## config.mk

```make
export PLATFORM = sky130hd
export DESIGN_NAME = frame_rate_monitor
export DESIGN_NICKNAME = d
export VERILOG_FILES = /design/src/sv/frm_pkg.sv /design/src/sv/frame_rate_monitor.sv /design/src/sv/frm_csr.sv /design/src/sv/frm_div.sv
export SDC_FILE = /design/constraint.sdc
export NUM_CORES = 2
export LEC_CHECK = 0
export ABC_AREA = 1
export BUFFER_PORTS_ARGS = -buffer_cell sky130_fd_sc_hd__buf_4
export CELL_PAD_IN_SITES_DETAIL_PLACEMENT = 1
export CELL_PAD_IN_SITES_GLOBAL_PLACEMENT = 2
export CORE_AREA = 2 2 870 439
export CTS_BUF_LIST = sky130_fd_sc_hd__clkbuf_2
export CTS_CLUSTER_SIZE = 40
export DETAILED_ROUTE_END_ITERATION = 8
export DIE_AREA = 0 0 872 441
export GPL_ROUTABILITY_DRIVEN = 0
export GPL_TIMING_DRIVEN = 0
export PLACE_DENSITY_LB_ADDON = 0.1
export RECOVER_POWER = 50
export SLEW_MARGIN = 20
export SYNTH_ARGS = -nofsm -noshare
export SYNTH_HDL_FRONTEND = slang
export SYNTH_SLANG_ARGS = --single-unit
```

## constraint.sdc

```tcl
create_clock -name clock -period 9.11 [get_ports clock]
set_input_delay 0.4555 -clock clock [delete_from_list [all_inputs] [get_ports clock]]
set_output_delay 0.4555 -clock clock [all_outputs]
set_load 0.05 [all_outputs]
```

## src/sv/frm_pkg.sv

```systemverilog
// Shared types, constants and codes for the frame rate monitor.
`default_nettype none

package frm_pkg;

   // Default values for the top-level parameters.
   localparam int STAMP_BITS_DEF     = 48;
   localparam int MULT_FRAC_BITS_DEF = 14;
   localparam int RATE_FRAC_BITS_DEF = 8;

   // Fixed field widths.
   localparam int KIND_W     = 2;
   localparam int TPF_W      = 24;
   localparam int TPS_W      = 32;
   localparam int INTV_W     = 32;
   localparam int CNT_W      = 24;
   localparam int TOTAL_W    = 32;
   localparam int RATE_W     = 24;
   localparam int MULT_OUT_W = 16;
   localparam int CSR_IDX_W  = 3;
   localparam int CSR_DATA_W = 32;

   // Event kinds.
   localparam logic [KIND_W-1:0] KIND_FRAME   = 2'd0;
   localparam logic [KIND_W-1:0] KIND_SUSPEND = 2'd1;
   localparam logic [KIND_W-1:0] KIND_RESUME  = 2'd2;

   // Register indexes.
   localparam logic [CSR_IDX_W-1:0] CSR_FIXED_STEP   = 3'd0;
   localparam logic [CSR_IDX_W-1:0] CSR_TICKS_FRAME  = 3'd1;
   localparam logic [CSR_IDX_W-1:0] CSR_TICKS_SECOND = 3'd2;
   localparam logic [CSR_IDX_W-1:0] CSR_AVG_INTERVAL = 3'd3;
   localparam logic [CSR_IDX_W-1:0] CSR_LOG_INTERVAL = 3'd4;

   // Register reset values.
   localparam logic [TPF_W-1:0]  TPF_RESET      = 24'd16667;
   localparam logic [TPS_W-1:0]  TPS_RESET      = 32'd1000000;
   localparam logic [INTV_W-1:0] AVG_INT_RESET  = 32'd1000000;
   localparam logic [INTV_W-1:0] LOG_INT_RESET  = 32'd5000000;

   typedef struct packed {
      logic              fixed_step;
      logic [TPF_W-1:0]  ticks_frame;
      logic [TPS_W-1:0]  ticks_second;
      logic [INTV_W-1:0] avg_interval;
      logic [INTV_W-1:0] log_interval;
   } cfg_type;

   typedef enum logic [3:0] {
      ST_IDLE,
      ST_EVAL,
      ST_SHIFT,
      ST_TERM_START,
      ST_TERM_WAIT,
      ST_CHECK_AVG,
      ST_CHECK_LOG,
      ST_RATE_START,
      ST_RATE_WAIT,
      ST_DONE
   } fsm_state_type;

endpackage

`default_nettype wire

```

## src/sv/frame_rate_monitor.sv

```systemverilog
// Top level of the frame rate monitor: sequencer, timing state and result register.
`default_nettype none

// Frame timing monitor. Each request carries an event kind (frame end, suspend or
// resume) and a free-running tick stamp, and yields one result. The block takes one
// request at a time and holds req_stall high until the result sits in the output
// register. A suspend passes through the evaluate and done states, a resume through
// the shift state as well. A frame end runs one shared divider that produces one
// quotient bit per cycle: 24 steps for the time multiplier and 24 more for a rate
// update when the averaging or else the logging interval has run out, with one
// multiplier feeding it.
module frame_rate_monitor #(
   parameter int STAMP_BITS     = frm_pkg::STAMP_BITS_DEF,
   parameter int MULT_FRAC_BITS = frm_pkg::MULT_FRAC_BITS_DEF,
   parameter int RATE_FRAC_BITS = frm_pkg::RATE_FRAC_BITS_DEF
) (
   input  wire logic                           clock,
   input  wire logic                           reset,
   input  wire logic                           req_valid,
   output logic                                req_stall,
   input  wire logic [frm_pkg::KIND_W-1:0]     req_kind,
   input  wire logic [STAMP_BITS-1:0]          req_stamp,
   output logic                                rsp_valid,
   input  wire logic                           rsp_stall,
   output logic [frm_pkg::MULT_OUT_W-1:0]      rsp_time_mult,
   output logic [STAMP_BITS-1:0]               rsp_frame_len,
   output logic [frm_pkg::RATE_W-1:0]          rsp_avg_rate,
   output logic [frm_pkg::TOTAL_W-1:0]         rsp_frame_total,
   output logic [STAMP_BITS-1:0]               rsp_paused_len,
   output logic                                rsp_time_jump,
   input  wire logic                           csr_wr_en,
   input  wire logic [frm_pkg::CSR_IDX_W-1:0]  csr_index,
   input  wire logic [frm_pkg::CSR_DATA_W-1:0] csr_wr_data
);
   import frm_pkg::*;

   localparam int HW     = MULT_FRAC_BITS + 2;
   localparam int SUM_W  = HW + 2;
   localparam int LIM_W  = TPF_W + 1;
   localparam int PROD_W = CNT_W + TPS_W;
   localparam int NUM_W  = PROD_W + RATE_FRAC_BITS;
   localparam int EXT_W  = HW + MULT_OUT_W;

   cfg_type cfg;

   fsm_state_type state_ff, state_in;

   logic [KIND_W-1:0]     kind_ff, kind_in;
   logic [STAMP_BITS-1:0] stamp_ff, stamp_in;
   logic [STAMP_BITS-1:0] frame_mark_ff, frame_mark_in;
   logic [STAMP_BITS-1:0] avg_mark_ff, avg_mark_in;
   logic [STAMP_BITS-1:0] log_mark_ff, log_mark_in;
   logic [STAMP_BITS-1:0] pause_mark_ff, pause_mark_in;
   logic [TOTAL_W-1:0]    total_ff, total_in;
   logic [CNT_W-1:0]      avg_cnt_ff, avg_cnt_in;
   logic [CNT_W-1:0]      log_cnt_ff, log_cnt_in;
   logic [HW-1:0]         hist0_ff, hist0_in;
   logic [HW-1:0]         hist1_ff, hist1_in;
   logic [HW-1:0]         hist2_ff, hist2_in;
   logic [RATE_W-1:0]     rate_ff, rate_in;
   logic [STAMP_BITS-1:0] len_ff, len_in;
   logic [STAMP_BITS-1:0] paused_ff, paused_in;
   logic                  jump_ff, jump_in;
   logic [PROD_W-1:0]     prod_ff, prod_in;
   logic [STAMP_BITS-1:0] den_ff, den_in;

   logic                  rsp_valid_ff, rsp_valid_in;
   logic [MULT_OUT_W-1:0] rsp_mult_ff, rsp_mult_in;
   logic [STAMP_BITS-1:0] rsp_len_ff, rsp_len_in;
   logic [RATE_W-1:0]     rsp_rate_ff, rsp_rate_in;
   logic [TOTAL_W-1:0]    rsp_total_ff, rsp_total_in;
   logic [STAMP_BITS-1:0] rsp_paused_ff, rsp_paused_in;
   logic                  rsp_jump_ff, rsp_jump_in;

   logic                  req_take;
   logic                  out_free;
   logic [TPF_W-1:0]      tpf_eff;
   logic [LIM_W-1:0]      len_limit;
   logic [LIM_W-1:0]      clamped;
   logic [NUM_W-1:0]      term_num;
   logic [NUM_W-1:0]      rate_num;
   logic                  div_start;
   logic [NUM_W-1:0]      div_num;
   logic [STAMP_BITS-1:0] div_den;
   logic                  div_done;
   logic [RATE_W-1:0]     div_quot;
   logic [SUM_W-1:0]      hist_sum;
   logic [STAMP_BITS-1:0] elapsed_avg;
   logic [STAMP_BITS-1:0] elapsed_log;
   logic [CNT_W-1:0]      mul_cnt;
   logic [PROD_W-1:0]     product;
   logic [EXT_W-1:0]      mult_ext;

   frm_csr u_csr (
      .clock       (clock),
      .reset       (reset),
      .csr_wr_en   (csr_wr_en),
      .csr_index   (csr_index),
      .csr_wr_data (csr_wr_data),
      .cfg         (cfg)
   );

   frm_div #(
      .NUM_W  (NUM_W),
      .DEN_W  (STAMP_BITS),
      .QUOT_W (RATE_W)
   ) u_div (
      .clock (clock),
      .reset (reset),
      .start (div_start),
      .num   (div_num),
      .den   (div_den),
      .done  (div_done),
      .quot  (div_quot)
   );

   assign req_stall = (state_ff != ST_IDLE);
   assign req_take  = req_valid && !req_stall;
   assign out_free  = !rsp_valid_ff || !rsp_stall;

   // A zero nominal length divides as one.
   assign tpf_eff   = (cfg.ticks_frame == '0) ? TPF_W'(1) : cfg.ticks_frame;
   assign len_limit = {tpf_eff, 1'b0};
   assign clamped   = (len_ff < STAMP_BITS'(len_limit)) ? LIM_W'(len_ff) : len_limit;
   assign term_num  = NUM_W'(clamped) << MULT_FRAC_BITS;
   assign rate_num  = NUM_W'(prod_ff) << RATE_FRAC_BITS;

   assign div_start = (state_ff == ST_TERM_START) || (state_ff == ST_RATE_START);
   assign div_num   = (state_ff == ST_TERM_START) ? term_num : rate_num;
   assign div_den   = (state_ff == ST_TERM_START) ? STAMP_BITS'(tpf_eff) : den_ff;

   assign hist_sum  = SUM_W'(hist0_ff) + SUM_W'(hist1_ff) + SUM_W'(hist2_ff)
                    + SUM_W'(div_quot[HW-1:0]);

   assign elapsed_avg = stamp_ff - avg_mark_ff;
   assign elapsed_log = stamp_ff - log_mark_ff;

   assign mul_cnt = (state_ff == ST_CHECK_AVG) ? avg_cnt_ff : log_cnt_ff;
   assign product = PROD_W'(mul_cnt) * PROD_W'(cfg.ticks_second);

   assign mult_ext = EXT_W'(hist0_ff);

   always_comb begin
      state_in      = state_ff;
      kind_in       = kind_ff;
      stamp_in      = stamp_ff;
      frame_mark_in = frame_mark_ff;
      avg_mark_in   = avg_mark_ff;
      log_mark_in   = log_mark_ff;
      pause_mark_in = pause_mark_ff;
      total_in      = total_ff;
      avg_cnt_in    = avg_cnt_ff;
      log_cnt_in    = log_cnt_ff;
      hist0_in      = hist0_ff;
      hist1_in      = hist1_ff;
      hist2_in      = hist2_ff;
      rate_in       = rate_ff;
      len_in        = len_ff;
      paused_in     = paused_ff;
      jump_in       = jump_ff;
      prod_in       = prod_ff;
      den_in        = den_ff;
      rsp_valid_in  = rsp_valid_ff && rsp_stall;
      rsp_mult_in   = rsp_mult_ff;
      rsp_len_in    = rsp_len_ff;
      rsp_rate_in   = rsp_rate_ff;
      rsp_total_in  = rsp_total_ff;
      rsp_paused_in = rsp_paused_ff;
      rsp_jump_in   = rsp_jump_ff;

      unique case (state_ff)
         ST_IDLE: begin
            if (req_take) begin
               kind_in  = req_kind;
               stamp_in = req_stamp;
               state_in = ST_EVAL;
            end
         end

         ST_EVAL: begin
            len_in    = '0;
            paused_in = '0;
            jump_in   = 1'b0;
            state_in  = ST_DONE;
            if (kind_ff == KIND_FRAME) begin
               if (cfg.fixed_step) begin
                  len_in = STAMP_BITS'(cfg.ticks_frame);
               end else if (stamp_ff >= frame_mark_ff) begin
                  len_in = stamp_ff - frame_mark_ff;
               end
               frame_mark_in = stamp_ff;
               total_in      = total_ff + TOTAL_W'(1);
               avg_cnt_in    = avg_cnt_ff + CNT_W'(1);
               log_cnt_in    = log_cnt_ff + CNT_W'(1);
               // A stamp behind either interval mark restarts both intervals.
               if ((stamp_ff < avg_mark_ff) || (stamp_ff < log_mark_ff)) begin
                  avg_mark_in = stamp_ff;
                  log_mark_in = stamp_ff;
                  jump_in     = 1'b1;
               end
               state_in = ST_TERM_START;
            end else if (kind_ff == KIND_SUSPEND) begin
               pause_mark_in = stamp_ff;
            end else if (kind_ff == KIND_RESUME) begin
               if (stamp_ff >= pause_mark_ff) begin
                  paused_in = stamp_ff - pause_mark_ff;
               end
               state_in = ST_SHIFT;
            end
         end

         ST_SHIFT: begin
            frame_mark_in = frame_mark_ff + paused_ff;
            avg_mark_in   = avg_mark_ff + paused_ff;
            log_mark_in   = log_mark_ff + paused_ff;
            state_in      = ST_DONE;
         end

         ST_TERM_START: begin
            state_in = ST_TERM_WAIT;
         end

         ST_TERM_WAIT: begin
            if (div_done) begin
               hist0_in = hist_sum[SUM_W-1:2];
               hist1_in = hist0_ff;
               hist2_in = hist1_ff;
               state_in = ST_CHECK_AVG;
            end
         end

         ST_CHECK_AVG: begin
            if ((cfg.avg_interval != '0) &&
                (elapsed_avg > STAMP_BITS'(cfg.avg_interval))) begin
               prod_in     = product;
               den_in      = elapsed_avg;
               avg_cnt_in  = '0;
               avg_mark_in = stamp_ff;
               // A rate update here goes straight to the divider and skips the log interval check.
               state_in    = ST_RATE_START;
            end else begin
               state_in = ST_CHECK_LOG;
            end
         end

         ST_CHECK_LOG: begin
            if ((cfg.log_interval != '0) && (avg_cnt_ff != '0) &&
                (elapsed_log > STAMP_BITS'(cfg.log_interval))) begin
               prod_in     = product;
               den_in      = STAMP_BITS'(cfg.log_interval);
               log_cnt_in  = '0;
               log_mark_in = stamp_ff;
               state_in    = ST_RATE_START;
            end else begin
               state_in = ST_DONE;
            end
         end

         ST_RATE_START: begin
            state_in = ST_RATE_WAIT;
         end

         ST_RATE_WAIT: begin
            if (div_done) begin
               rate_in  = div_quot;
               state_in = ST_DONE;
            end
         end

         ST_DONE: begin
            if (out_free) begin
               rsp_valid_in  = 1'b1;
               rsp_mult_in   = mult_ext[MULT_OUT_W-1:0];
               rsp_len_in    = len_ff;
               rsp_rate_in   = rate_ff;
               rsp_total_in  = total_ff;
               rsp_paused_in = paused_ff;
               rsp_jump_in   = jump_ff;
               state_in      = ST_IDLE;
            end
         end

         default: begin
            state_in = ST_IDLE;
         end
      endcase
   end

   always_ff @(posedge clock) begin
      if (reset) begin
         state_ff      <= ST_IDLE;
      end else begin
         state_ff      <= state_in;
      end
   end

   always_ff @(posedge clock) begin
      if (reset) begin
         frame_mark_ff <= '0;
         avg_mark_ff   <= '0;
         log_mark_ff   <= '0;
         pause_mark_ff <= '0;
         total_ff      <= '0;
         avg_cnt_ff    <= '0;
         log_cnt_ff    <= '0;
         hist0_ff      <= HW'(1) << MULT_FRAC_BITS;
         hist1_ff      <= HW'(1) << MULT_FRAC_BITS;
         hist2_ff      <= HW'(1) << MULT_FRAC_BITS;
         rate_ff       <= '0;
         rsp_valid_ff  <= 1'b0;
      end else begin
         frame_mark_ff <= frame_mark_in;
         avg_mark_ff   <= avg_mark_in;
         log_mark_ff   <= log_mark_in;
         pause_mark_ff <= pause_mark_in;
         total_ff      <= total_in;
         avg_cnt_ff    <= avg_cnt_in;
         log_cnt_ff    <= log_cnt_in;
         hist0_ff      <= hist0_in;
         hist1_ff      <= hist1_in;
         hist2_ff      <= hist2_in;
         rate_ff       <= rate_in;
         rsp_valid_ff  <= rsp_valid_in;
      end
   end

   always_ff @(posedge clock) begin
      kind_ff       <= kind_in;
      stamp_ff      <= stamp_in;
      len_ff        <= len_in;
      paused_ff     <= paused_in;
      jump_ff       <= jump_in;
      prod_ff       <= prod_in;
      den_ff        <= den_in;
      rsp_mult_ff   <= rsp_mult_in;
      rsp_len_ff    <= rsp_len_in;
      rsp_rate_ff   <= rsp_rate_in;
      rsp_total_ff  <= rsp_total_in;
      rsp_paused_ff <= rsp_paused_in;
      rsp_jump_ff   <= rsp_jump_in;
   end

   assign rsp_valid       = rsp_valid_ff;
   assign rsp_time_mult   = rsp_mult_ff;
   assign rsp_frame_len   = rsp_len_ff;
   assign rsp_avg_rate    = rsp_rate_ff;
   assign rsp_frame_total = rsp_total_ff;
   assign rsp_paused_len  = rsp_paused_ff;
   assign rsp_time_jump   = rsp_jump_ff;

endmodule

`default_nettype wire

```

## src/sv/frm_csr.sv

```systemverilog
// Configuration registers of the frame rate monitor.
`default_nettype none

module frm_csr (
   input  wire logic                           clock,
   input  wire logic                           reset,
   input  wire logic                           csr_wr_en,
   input  wire logic [frm_pkg::CSR_IDX_W-1:0]  csr_index,
   input  wire logic [frm_pkg::CSR_DATA_W-1:0] csr_wr_data,
   output frm_pkg::cfg_type                    cfg
);
   import frm_pkg::*;

   cfg_type cfg_ff;
   cfg_type cfg_in;

   always_comb begin
      cfg_in = cfg_ff;
      if (csr_wr_en) begin
         unique case (csr_index)
            CSR_FIXED_STEP:   cfg_in.fixed_step   = csr_wr_data[0];
            CSR_TICKS_FRAME:  cfg_in.ticks_frame  = csr_wr_data[TPF_W-1:0];
            CSR_TICKS_SECOND: cfg_in.ticks_second = csr_wr_data[TPS_W-1:0];
            CSR_AVG_INTERVAL: cfg_in.avg_interval = csr_wr_data[INTV_W-1:0];
            CSR_LOG_INTERVAL: cfg_in.log_interval = csr_wr_data[INTV_W-1:0];
            default:          cfg_in = cfg_ff;
         endcase
      end
   end

   always_ff @(posedge clock) begin
      if (reset) begin
         cfg_ff.fixed_step   <= 1'b0;
         cfg_ff.ticks_frame  <= TPF_RESET;
         cfg_ff.ticks_second <= TPS_RESET;
         cfg_ff.avg_interval <= AVG_INT_RESET;
         cfg_ff.log_interval <= LOG_INT_RESET;
      end else begin
         cfg_ff <= cfg_in;
      end
   end

   assign cfg = cfg_ff;

endmodule

`default_nettype wire

```

## src/sv/frm_div.sv

```systemverilog
// Shared bit-serial divider with saturation of the quotient.
`default_nettype none

module frm_div #(
   parameter int NUM_W  = 64,
   parameter int DEN_W  = 48,
   parameter int QUOT_W = 24
) (
   input  wire logic              clock,
   input  wire logic              reset,
   input  wire logic              start,
   input  wire logic [NUM_W-1:0]  num,
   input  wire logic [DEN_W-1:0]  den,
   output logic                   done,
   output logic [QUOT_W-1:0]      quot
);
   import frm_pkg::*;

   localparam int HI_W    = NUM_W - QUOT_W;
   localparam int CMP_W   = (HI_W > DEN_W) ? HI_W : DEN_W;
   localparam int STEP_W  = $clog2(QUOT_W + 1);

   logic                busy_ff, busy_in;
   logic                done_ff, done_in;
   logic [STEP_W-1:0]   step_ff, step_in;
   logic [DEN_W-1:0]    rem_ff, rem_in;
   logic [DEN_W-1:0]    den_ff, den_in;
   logic [QUOT_W-1:0]   shift_ff, shift_in;

   logic [HI_W-1:0]     num_hi;
   logic                sat;
   logic [DEN_W:0]      trial;
   logic [DEN_W:0]      trial_diff;
   logic                fits;

   assign num_hi     = num[NUM_W-1:QUOT_W];
   // The quotient overflows its width exactly when the upper part of the
   // dividend is not below the divisor.
   assign sat        = CMP_W'(num_hi) >= CMP_W'(den);
   assign trial      = {rem_ff, shift_ff[QUOT_W-1]};
   assign fits       = trial >= {1'b0, den_ff};
   assign trial_diff = trial - {1'b0, den_ff};

   always_comb begin
      busy_in  = busy_ff;
      done_in  = 1'b0;
      step_in  = step_ff;
      rem_in   = rem_ff;
      den_in   = den_ff;
      shift_in = shift_ff;
      if (start) begin
         den_in = den;
         if (sat) begin
            shift_in = '1;
            done_in  = 1'b1;
         end else begin
            rem_in   = DEN_W'(num_hi);
            shift_in = num[QUOT_W-1:0];
            step_in  = STEP_W'(QUOT_W);
            busy_in  = 1'b1;
         end
      end else if (busy_ff) begin
         rem_in   = fits ? trial_diff[DEN_W-1:0] : trial[DEN_W-1:0];
         shift_in = {shift_ff[QUOT_W-2:0], fits};
         step_in  = step_ff - STEP_W'(1);
         if (step_ff == STEP_W'(1)) begin
            busy_in = 1'b0;
            done_in = 1'b1;
         end
      end
   end

   always_ff @(posedge clock) begin
      if (reset) begin
         busy_ff <= 1'b0;
         done_ff <= 1'b0;
         step_ff <= '0;
      end else begin
         busy_ff <= busy_in;
         done_ff <= done_in;
         step_ff <= step_in;
      end
   end

   always_ff @(posedge clock) begin
      rem_ff   <= rem_in;
      den_ff   <= den_in;
      shift_ff <= shift_in;
   end

   assign done = done_ff;
   assign quot = shift_ff;

endmodule

`default_nettype wire
```

==> results.txt <==
status = complete, but fails checks
failing checks = max-capacitance violations, max-slew violations
first-pass GRT wire length = 797,000 um
Crit path max-delay family = adder cells
Setup Viol. Count Final = 0
Cell Count, Final, Fillers Out = 18,706
Syn Area/Cell = 7.52 um2
Ys Warns = 0
gr usage total = 0.300
area delta synth->final = 17.2%
Worst R2R Start = state_ff[2]$_SDFFE_PP0P_
Starting Density = 0.249
Hold Path Depth = 4
cell repeated most along the worst path = fa_1
vias in the first global route = 93,674
Nets = 14,921
root buf cell = clkbuf_2
Crit-path slowest cell = fa_1
FF/Latch Area = 25,800 um2
H-tree levels = 5
crit path kind = flop to flop
Hold Startpoint = rsp_stall
Worst-path clk slew = 0.09 ns
total CTS buffers = 291
Req. time, crit path = 10.61 ns
1st-pass router iterations = 6
CTS tree = built
die area = 385,000 um2
worst path buffer plus inverter count = 9
IO Pins = 261
Primary FF master, synth = edfxtp_1
minimum clock period = 9.09 ns
VDD IR max = 0.0975 mV
Synth async-reset ratio = 0
Die Span Y = 441 um
share of cells above drive strength 1 = 0.0851
hold slack = 0.303 ns
Cell Area, Synth = 93,900 um2
Max Cap Viol = 9
CP Max Fanout = 10
row cnt = 160
Synthesized Nets = 13,985
Clock Skew = 0.322 ns
grt ovf = 0
estimated wirelength of the detail-placed design = 507,000 um
CTS sink cnt = 1,017
Final Hold Vio Count = 0
post-synthesis sequential area ratio = 0.274
endpoint type of the worst setup path = flop
Via density = 5.16
Worst path max stage delay = 0.79 ns
reg2reg path depth = 30
worst skew pair latency = 1.97 ns
number of buffers added on ports = 259
initial antenna violation count = 106
WHS Endpoint = rsp_time_jump$_DFFE_PP_
drt drc = 0
Max-slew headroom = -0.576
largest net degree at the start of global routing = 58
Inst Count DP = 17,882
final instance area = 110,000 um2
Period Utilization, post-route = 0.997
Synth cell types = 70
LEAKAGE = 0.0490 uW
Clock Path Buffers = 4
vias post-DR = 96,434
fin util = 0.291
post-place instance area = 105,000 um2
most frequent cells in the layout = nand2_1, inv_1, nor2_1
Fillers = 45,958
aggregate routed wire length = 593,000 um
area occupied by multi-input gates = 59,000 um2
worst-margin pin slew = 2.36 ns
chip width = 872 um
Pwr Density = 239 nW/um2
drt first-iter violations = 11,909
Routed Antenna Nets = 0
wire per inst = 31.7 um
Yosys reg bits = 1,017
Post-Syn Instances = 12,486
count of pins over their slew limit = 141
fmax = 0.110 GHz
Post-synth EDFFs = 540
Worst EP arrival = 10.58 ns
most common cell after layout, fill and taps aside = nand2_1
Core ar. = 378,000 um2
Crit Reg-Reg Endpoint = prod_ff[54]$_DFFE_PP_
r2r setup slk = 0.02 ns
Hold WC Path Type = input port to flop
CP Launch Type = flop
==> worst register-to-register path, delay by kind of cell (launching register included) <==
family | cells | cell delay [ns]
flops | 1 | 0.39
buf+inv | 9 | 1.67
fa+ha+maj | 8 | 4.03
simple gates | 9 | 1.74
xor+xnor | 1 | 0.19
compound gates | 3 | 0.77
==> where the power goes <==
group / switching, uW / internal, uW
Combinational: 11200 / 4450
Sequential: 1040 / 5680
Clock: 2630 / 1360
Total: 14800 / 11500
==> cells in the mapped netlist (all sizes together), types with 10 or more instances <==
library cell / count / area share
o21bai: 55 / 0.0044
a31oi: 177 / 0.012
clkbuf: 297 / 0.012
o21a: 72 / 0.0058
a21boi: 24 / 0.0020
nand4: 108 / 0.0073
and3: 10 / 0.00067
nor2: 1441 / 0.058
clkinv: 14 / 0.00056
o32ai: 14 / 0.0013
or2: 100 / 0.0067
fa: 698 / 0.15
o221ai: 15 / 0.0014
a21o: 42 / 0.0034
nor3b: 15 / 0.0012
nand3b: 27 / 0.0022
and2: 12 / 0.00080
a211oi: 12 / 0.00096
dfxtp: 477 / 0.10
o211ai: 59 / 0.0047
xnor2: 108 / 0.010
ha: 711 / 0.095
a21oi: 1064 / 0.057
o21ai: 724 / 0.039
inv: 2166 / 0.087
nor3: 112 / 0.0061
nor4: 62 / 0.0042
xor2: 193 / 0.018
nand2: 2526 / 0.10
nand3: 486 / 0.026
edfxtp: 540 / 0.17
buf: 70 / 0.0045
==> stage by stage <==
stage | TNS [ns] | total power, uW | worst slack (ns)
final | 0 | 26300 | 0.0246
after global routing | -0.115 | 27900 | -0.0428
after CTS | 0 | 26000 | 0.0202
after detailed placement | -60.45 | 21800 | -2.45
after global placement | -338.92 | 21200 | -3.16
after floorplan | 0 | 14900 | 1.54
==> state kept, by name, indices dropped and copies added, names as in the netlist, 24 cells and up <==
register         count
rsp_frame_len       48
rsp_frame_total     32
den_ff              48
u_div.den_ff        48
u_div.rem_ff        48
rate_ff             24
pause_mark_ff       48
frame_mark_ff       48
paused_ff           48
rsp_paused_len      48
avg_cnt_ff          24
log_mark_ff         48
prod_ff             56
stamp_ff            48
log_cnt_ff          24
u_div.quot          24
rsp_avg_rate        24
total_ff            32
avg_mark_ff         48
u_csr.cfg          121
len_ff              48
==> worst max path at each step <==
stage / startpoint / endpoint / slack [ns] / cells past startpoint
floorplan: state_ff[2]$_SDFFE_PP0P_ / prod_ff[42]$_DFFE_PP_ / 1.54 / 34
global placement: state_ff[2]$_SDFFE_PP0P_ / prod_ff[54]$_DFFE_PP_ / -3.16 / 31
detailed placement: state_ff[2]$_SDFFE_PP0P_ / prod_ff[42]$_DFFE_PP_ / -2.45 / 31
CTS: u_csr.cfg[82]$_SDFFE_PP1P_ / prod_ff[42]$_DFFE_PP_ / 0.02 / 25
global route: state_ff[2]$_SDFFE_PP0P_ / prod_ff[49]$_DFFE_PP_ / -0.04 / 34
finish: state_ff[2]$_SDFFE_PP0P_ / prod_ff[54]$_DFFE_PP_ / 0.02 / 30
==> final cells by class <==
type	instances	share of cell area
Tap cell	5022	0.0571
Sequential cell	1017	0.234
Timing Repair Buffer	646	0.0565
Clock buffer	432	0.0196
Buffer	364	0.0170
Clock inverter	87	0.00422
Antenna cell	36	0.000819
Multi-Input combinational cell	8922	0.536
Inverter	2180	0.0748
==> cells by family after synthesis <==
kind of cell,share of synthesized area
flops,0.274
xor+xnor,0.0281
buf+inv,0.104
fa+ha+maj,0.243
compound gates,0.135
simple gates,0.215
==> metal layers <==
layer  share of wire  wire length [um]  vias to the layer above  GRT usage
met3            0.14             80400                      470      0.129
met1            0.54            322000                    49133      0.511
met2            0.31            182000                     4391      0.322
met4           0.015              8610                       40     0.0411
met5         0.00069               407                        -    0.00566
li1                -                 -                    42400          -
==> repair_timing <==
action / 4_1_cts / 5_1_grt
gates resized for setup: 190 / 56
endpoints found under the setup margin: 42 / 25
endpoints found under the hold margin: 494 / 0
pin swaps: 10 / 11
setup buffers: 12 / 5
hold buffers: 251 / 0
(Power assumes the default switching activity.)
